## config.mk

```make
export PLATFORM = sky130hd
export DESIGN_NAME = qrf_corner
export DESIGN_NICKNAME = d
export VERILOG_FILES = /design/src/hdl/qrf_pkg.sv /design/src/hdl/qrf_corner.sv
export SDC_FILE = /design/constraint.sdc
export NUM_CORES = 2
export LEC_CHECK = 0
export ABC_AREA = 1
export BUFFER_PORTS_ARGS = -buffer_cell sky130_fd_sc_hd__buf_4
export CAP_MARGIN = 20
export CORE_ASPECT_RATIO = 0.8
export CORE_MARGIN = 1
export CORE_UTILIZATION = 30
export DETAILED_ROUTE_END_ITERATION = 10
export PLACE_DENSITY = 0.41
export SLEW_MARGIN = 10
export SYNTH_ARGS = -nofsm -noshare
export SYNTH_HDL_FRONTEND = slang
export SYNTH_SLANG_ARGS = --single-unit
```

## constraint.sdc

```tcl
create_clock -name clk -period 6.7 [get_ports clk]
set_clock_uncertainty 0.15 [all_clocks]
set_input_delay 0.67 -clock clk [delete_from_list [all_inputs] [get_ports clk]]
set_output_delay 0.67 -clock clk [all_outputs]
set_load 0.005 [all_outputs]
```

## src/hdl/qrf_pkg.sv

```systemverilog
`timescale 1ns / 1ps

package qrf_pkg;

  // transaction field widths on the stream ports
  localparam int COORD_W    = 11;
  localparam int NUM_CORNER = 4;
  localparam int IN_DATA_W  = 88;
  localparam int RES_W      = 24;
  localparam int OUT_DATA_W = 56;

  // configuration registers
  localparam int CFG_IDX_W   = 2;
  localparam int CFG_DATA_W  = 24;
  localparam int MIN_AREA_W  = 23;
  localparam int COS_LIMIT_W = 9;
  localparam int MIN_SIDE_W  = 24;

  localparam logic [MIN_AREA_W-1:0]  MIN_AREA_RST  = 23'd1000;
  localparam logic [COS_LIMIT_W-1:0] COS_LIMIT_RST = 9'd77;
  localparam logic [MIN_SIDE_W-1:0]  MIN_SIDE_RST  = 24'd10000;

  // cosine limit is in 1/256 units; squared on both sides of the compare
  localparam int COS_FRAC_BITS = 8;
  localparam int CSQ_W         = 2 * COS_LIMIT_W;

  localparam logic [RES_W-1:0] SAT24 = 24'hFFFFFF;

  typedef enum logic [CFG_IDX_W-1:0] {
    CFG_MIN_AREA  = 2'd0,
    CFG_COS_LIMIT = 2'd1,
    CFG_MIN_SIDE  = 2'd2
  } cfg_index_t;

  typedef enum logic [2:0] {
    FAIL_NONE   = 3'd0,
    FAIL_CONVEX = 3'd1,
    FAIL_AREA   = 3'd2,
    FAIL_ANGLE  = 3'd3,
    FAIL_RATIO  = 3'd4,
    FAIL_SIDE   = 3'd5
  } fail_code_t;

  // load enables of the pipeline stages that the corner units share
  typedef struct packed {
    logic s3;
    logic s4;
  } stage_adv_t;

endpackage

```

## src/hdl/qrf_corner.sv

```systemverilog
`timescale 1ns / 1ps

module qrf_corner #(
  parameter int COORD_BITS = 11
) (
  input  logic                      clk,
  input  qrf_pkg::stage_adv_t       adv,
  input  logic [2*COORD_BITS:0]     la,
  input  logic [2*COORD_BITS:0]     lb,
  input  logic signed [2*COORD_BITS+1:0] dot,
  input  logic [qrf_pkg::CSQ_W-1:0] c_sq,
  input  logic                      c_nz,
  output logic                      ok
);

  localparam int LW  = 2 * COORD_BITS + 1;
  localparam int PW  = 2 * COORD_BITS + 2;
  localparam int MW  = 2 * LW;
  localparam int SHW = 2 * qrf_pkg::COS_FRAC_BITS;
  localparam int HW  = 2 * LW + SHW;
  localparam int XW  = 2 * LW + qrf_pkg::CSQ_W;

  logic [LW-1:0]   ad3;
  logic [2*LW-1:0] pll3;
  logic            zero3;
  logic [HW-1:0]   lhs4;
  logic [XW-1:0]   rhs4;
  logic            zero4;
  logic            cnz4;

  logic signed [PW-1:0] dot_neg;
  logic [2*LW-1:0]      ad_sq;

  assign dot_neg = -dot;

  // stage 3: magnitude of the dot product, product of the squared legs
  always_ff @(posedge clk) begin
    if (adv.s3) begin
      ad3   <= dot[PW-1] ? dot_neg[LW-1:0] : dot[LW-1:0];
      pll3  <= MW'(la) * MW'(lb);
      zero3 <= (dot == '0);
    end
  end

  assign ad_sq = MW'(ad3) * MW'(ad3);

  // stage 4: 65536*dot^2 against c^2*|a|^2*|b|^2
  always_ff @(posedge clk) begin
    if (adv.s4) begin
      lhs4  <= {ad_sq, {SHW{1'b0}}};
      rhs4  <= XW'(pll3) * XW'(c_sq);
      zero4 <= zero3;
      cnz4  <= c_nz;
    end
  end

  // a right angle passes whenever the limit is nonzero
  assign ok = zero4 ? cnz4 : (XW'(lhs4) < rhs4);

endmodule

```

### Yosys cells after proc, flatten, opt, wreduce, memory -nomap -nowiden

Cells that the tools add are included.

| operators by class | value |
|---|---|
| $lt $le $gt $ge | 1 |
| multiplexer cells | 2 |
| reduce and logical (&&, ||, !) cells | 1 |
| $add $sub $neg | 1 |
| $mul | 3 |

Operator list:

| operator | number |
|---|---|
| $mul 23x23->46 | 2 |
| $lt 62x64->1 | 1 |
| $mul 46x18->64 | 1 |
| $logic_not 24->1 | 1 |
| $mux 23 | 1 |
| $neg 23->23 | 1 |
| $mux 1 | 1 |

| storage, ports and cells | value |
|---|---|
| output and inout bits | 1 |
| logic and storage cells | 15 |
| bits in registers | 182 |
| input bits | 92 |

### Logic depth before layout (Yosys ltp)

| depth | value |
|---|---|
| depth after elaboration | 2 |
| depth in mapped cells | 29 |
| gate-level depth less buffers | 28 |

### Worst setup path before layout

Ideal clock, no wire load.

| timing path | value |
|---|---|
| path type | input to register |
| from | input port lb[2] |
| to | register pll3[33] (data pin) |
| stages on the path | 27 |
| buffers on the path | 1 |
| required time | 6.298 ns |
| setup time | 0.252 ns |
| path slack | 0.443 ns |
| data arrival time | 5.855 ns |
| cells stage by stage | clkbuf_1 > nand2_1 > fa_1 > fa_1 > fa_1 > inv_1 > fa_1 > inv_1 > fa_1 > inv_1 > fa_1 > inv_1 > fa_1 > inv_1 > ha_1 > nand2_1 > inv_1 > nand2_1 > nand2_1 > a21oi_1 > nand2_1 > nand2_1 > nand2_1 > nand2_1 > nand2_1 > nand2_1 > nand2_1 |

| between the ends | value |
|---|---|
| word-level cells in the longest chain between the ends | 1 |

Ends and longest elaborated chain:

| what | RTL line | source |
|---|---|---|
| from (decl) | qrf_corner.sv:9 | `input logic [2*COORD_BITS:0] lb,` |
| $mul 23x23->46 | qrf_corner.sv:40 | `pll3 <= MW'(la) * MW'(lb);` |
| to (signal assigned) | qrf_corner.sv:40 |  |
| to (decl) | qrf_corner.sv:24 | `logic [2*LW-1:0] pll3;` |

No other way between the ends.
A chain may end at the register's enable or synchronous reset.

### Worst setup path in the final report

| timing path | value |
|---|---|
| from | register ad3[9] |
| to | register lhs4[56] (data pin) |

| between the ends | value |
|---|---|
| word-level cells in the longest chain between the ends | 1 |

Ends and longest elaborated chain:

| what | RTL line | source |
|---|---|---|
| from (decl) | qrf_corner.sv:23 | `logic [LW-1:0] ad3;` |
| from (signal assigned) | qrf_corner.sv:39 | `ad3 <= dot[PW-1] ? dot_neg[LW-1:0] : dot[LW-1:0];` |
| $mul 23x23->46 | qrf_corner.sv:45 | `assign ad_sq = MW'(ad3) * MW'(ad3);` |
| named net ad_sq[40] | qrf_corner.sv:32 | `logic [2*LW-1:0] ad_sq;` |
| to (signal assigned) | qrf_corner.sv:50 | `lhs4 <= {ad_sq, {SHW{1'b0}}};` |
| to (decl) | qrf_corner.sv:26 | `logic [HW-1:0] lhs4;` |

The timed path passes the listed nets, and every way through them passes these cells.

==> out/results.txt <==
status = completed
mapped cell area = 0.0696 mm²
FP Rows = 157
YS warnings = 0
Post-DP HPWL = 185 mm
core box area = 0.230 mm²
slew margin rel. = 39.6%
antenna viol nets, final = 0
Initial Utilization = 30.3%
Period minus WS final = 6450 ps
port bufs = 92
gr ovfl total = 0
Fmax = 155 MHz
proportion of layout cells with a drive suffix above 1 = 7.90%
vias = 53700
Inst Count DP = 12300
Slew @ Worst Pin = 907 ps
TritonCTS buffer count = 17
DR vias/cell = 4.36
worst skew pair latency = 530 ps
IO Pins = 93
Pre-antenna DRT Iters = 5
CP Capture Type = flip-flop
Layout Nets = 11400
worst min-delay path class = input pin to flip-flop
GRT Total Usage = 18.7%
first-pass GRT wire length = 340 mm
Clock Root Buffer = clkbuf_16
CTS sink cnt = 181
Critical Path Max Stage Delay = 560 ps
max-slew violation count = 0
area delta synth->final = 12.0%
Setup CP Type = flip-flop to flip-flop
Filler cells = 24700
max_cap viols = 0
die area = 0.234 mm²
clk buf depth = 2
routed wire length = 209 mm
chip height = 433 µm
fin cells = 12300
flops & latches, synth = 181
Mapped Cells = 9000
wire per inst = 17.0 µm
CP Launch Type = flip-flop
Mapped Nets = 11100
gpl congestion = 0.907
synthesized area per cell = 7.74 µm²
sequential area share after synthesis = 7.81%
Fin. Hold Viols = 0
hold_buf cts = 0
Critical-path top delay cell = fa_1
design area = 0.0780 mm²
H-tree level count = 4
DRC viols = 0
CTS tree = done
Final Cycle Share = 96.3%
First DRT Iteration DRCs = 2827
initial antenna violation count = 3
Req. time, crit path = 6820 ps
number of global-route vias before repair = 59000
DIE WIDTH = 541 µm
most used cell, CP = fa_1
largest net degree at the start of global routing = 65
Worst Path Max Fanout = 13
Placed Instance Area = 0.0771 mm²
CP arrival = 6570 ps
CTS clk-pin slew, worst paths = 90 ps
Final Setup Violations = 0
Yosys cell types = 38
setup_tns = 0 ps
RSZ-0062 raised after global routing = true
post-layout util = 33.9%
-- metrics by stage --
step	hold slack, ps	worst slack (ps)
floorplan	250	443
global placement	339	-137
detailed placement	333	-138
CTS	93.7	122
global route	114	-4.26
finish	153	250
-- placed cells by master, fill, tap and decap left out, types with 3 or more instances in the layout --
cell,netlist,layout
buf_6,0,5
fa_1,1529,1527
a21o_1,3,3
buf_4,0,527
nor2_2,22,32
a31oi_1,7,7
inv_1,2870,2870
xor2_1,90,90
a21oi_1,148,137
nor3_4,3,3
nor2_4,5,7
inv_2,7,7
edfxtp_1,181,181
o21bai_1,16,16
ha_4,0,7
buf_12,0,49
ha_1,528,518
nand3_2,15,15
inv_8,0,4
nand2_1,2667,2662
xnor2_1,30,29
o21ai_1,2,6
ha_2,0,3
o21ai_0,48,44
nor3_1,13,13
and2_1,5,5
nor4_1,5,5
clkbuf_16,0,17
nand4_1,32,32
a21oi_2,0,11
o21a_1,6,6
nor3_2,4,4
nand2_2,21,26
nand3_1,125,125
nor2_1,281,269
clkinvlp_4,0,3
-- sequential cells by signal (all words and copies together), names as in the netlist --
signal and count:
cnz4 1, pll3 46, zero3 1, lhs4 45, rhs4 64, ad3 23, zero4 1
-- cells by family after synthesis --
logic type / Yosys count / synth area share [%]
simple gates: 3209 / 18.2
flops: 181 / 7.81
compound gates: 232 / 1.78
buf+inv: 3201 / 17.3
fa+ha+maj: 2057 / 53.4
xor+xnor: 120 / 1.51
-- cell usage after synthesis, drive strengths merged --
master  number  share of area [%]
nand3b       4              0.054
fa        1529                 44
nand2     2688                 15
edfxtp     181                7.8
or2          3              0.027
o21a         6              0.065
ha         528                9.5
nand3      140                1.1
a21o         3              0.032
inv       2877                 16
buf         54               0.29
nand4       33               0.31
xor2        90                1.1
clkbuf     270                1.5
nor4         5              0.045
and3         2              0.018
xnor2       30               0.38
o21bai      16               0.17
o211ai       1              0.011
and2         6              0.058
nor3        20               0.22
nor2       308                1.8
a21oi      148                1.1
o31ai        1              0.011
a31oi        7              0.063
o21ai       50               0.36
-- layer usage --
layer | up-vias | track usage, % | part of all wire [%]
met3 | 117 | 1.33 | 3.2
met5 | - | 0 | 0
met2 | 858 | 30.6 | 46
met4 | 0 | 2.98 | 1.5
li1 | 25600 | - | -
met1 | 27100 | 27.4 | 50
-- final timing paths --
| check | cells past startpoint | slack (ps) | from | endpoint |
|---|---|---|---|---|
| setup / recovery | 25 | 250 | ad3[9] | lhs4[56] |
| hold / removal | 1 | 150 | c_nz | cnz4 |
| setup reg to reg | 25 | 250 | ad3[9] | lhs4[56] |
| hold reg to reg | 0 | 360 | zero3 | zero4 |
-- layout make-up --
type                    count  area, µm²  share of cell area (%)
inverters                2877      10800                    13.9
repair buffers            581       4990                    6.41
clock buffers              18        429                   0.550
diodes                      2       5.00                 0.00642
clock inverters            14        139                   0.178
multi-input cells        5618      52400                    67.2
well taps                3021       3780                    4.85
flip-flops and latches    181       5440                    6.97
-- worst max-delay path, delay by kind of cell (launching register included) --
kind | cells | cell delay, ps
fa+ha+maj | 8 | 3740
simple gates | 7 | 620
buf+inv | 8 | 790
compound gates | 2 | 470
flops | 1 | 410
-- repair_timing --
action                                  4_1_cts  5_1_grt
resized for setup                             0       54
endpoints found under the setup margin        3       26
setup buffers                                 2        8
pin swaps                                     0       10
Power is not shown: default switching activity piles up to over one toggle a cycle in this logic, so the estimate is an artifact.
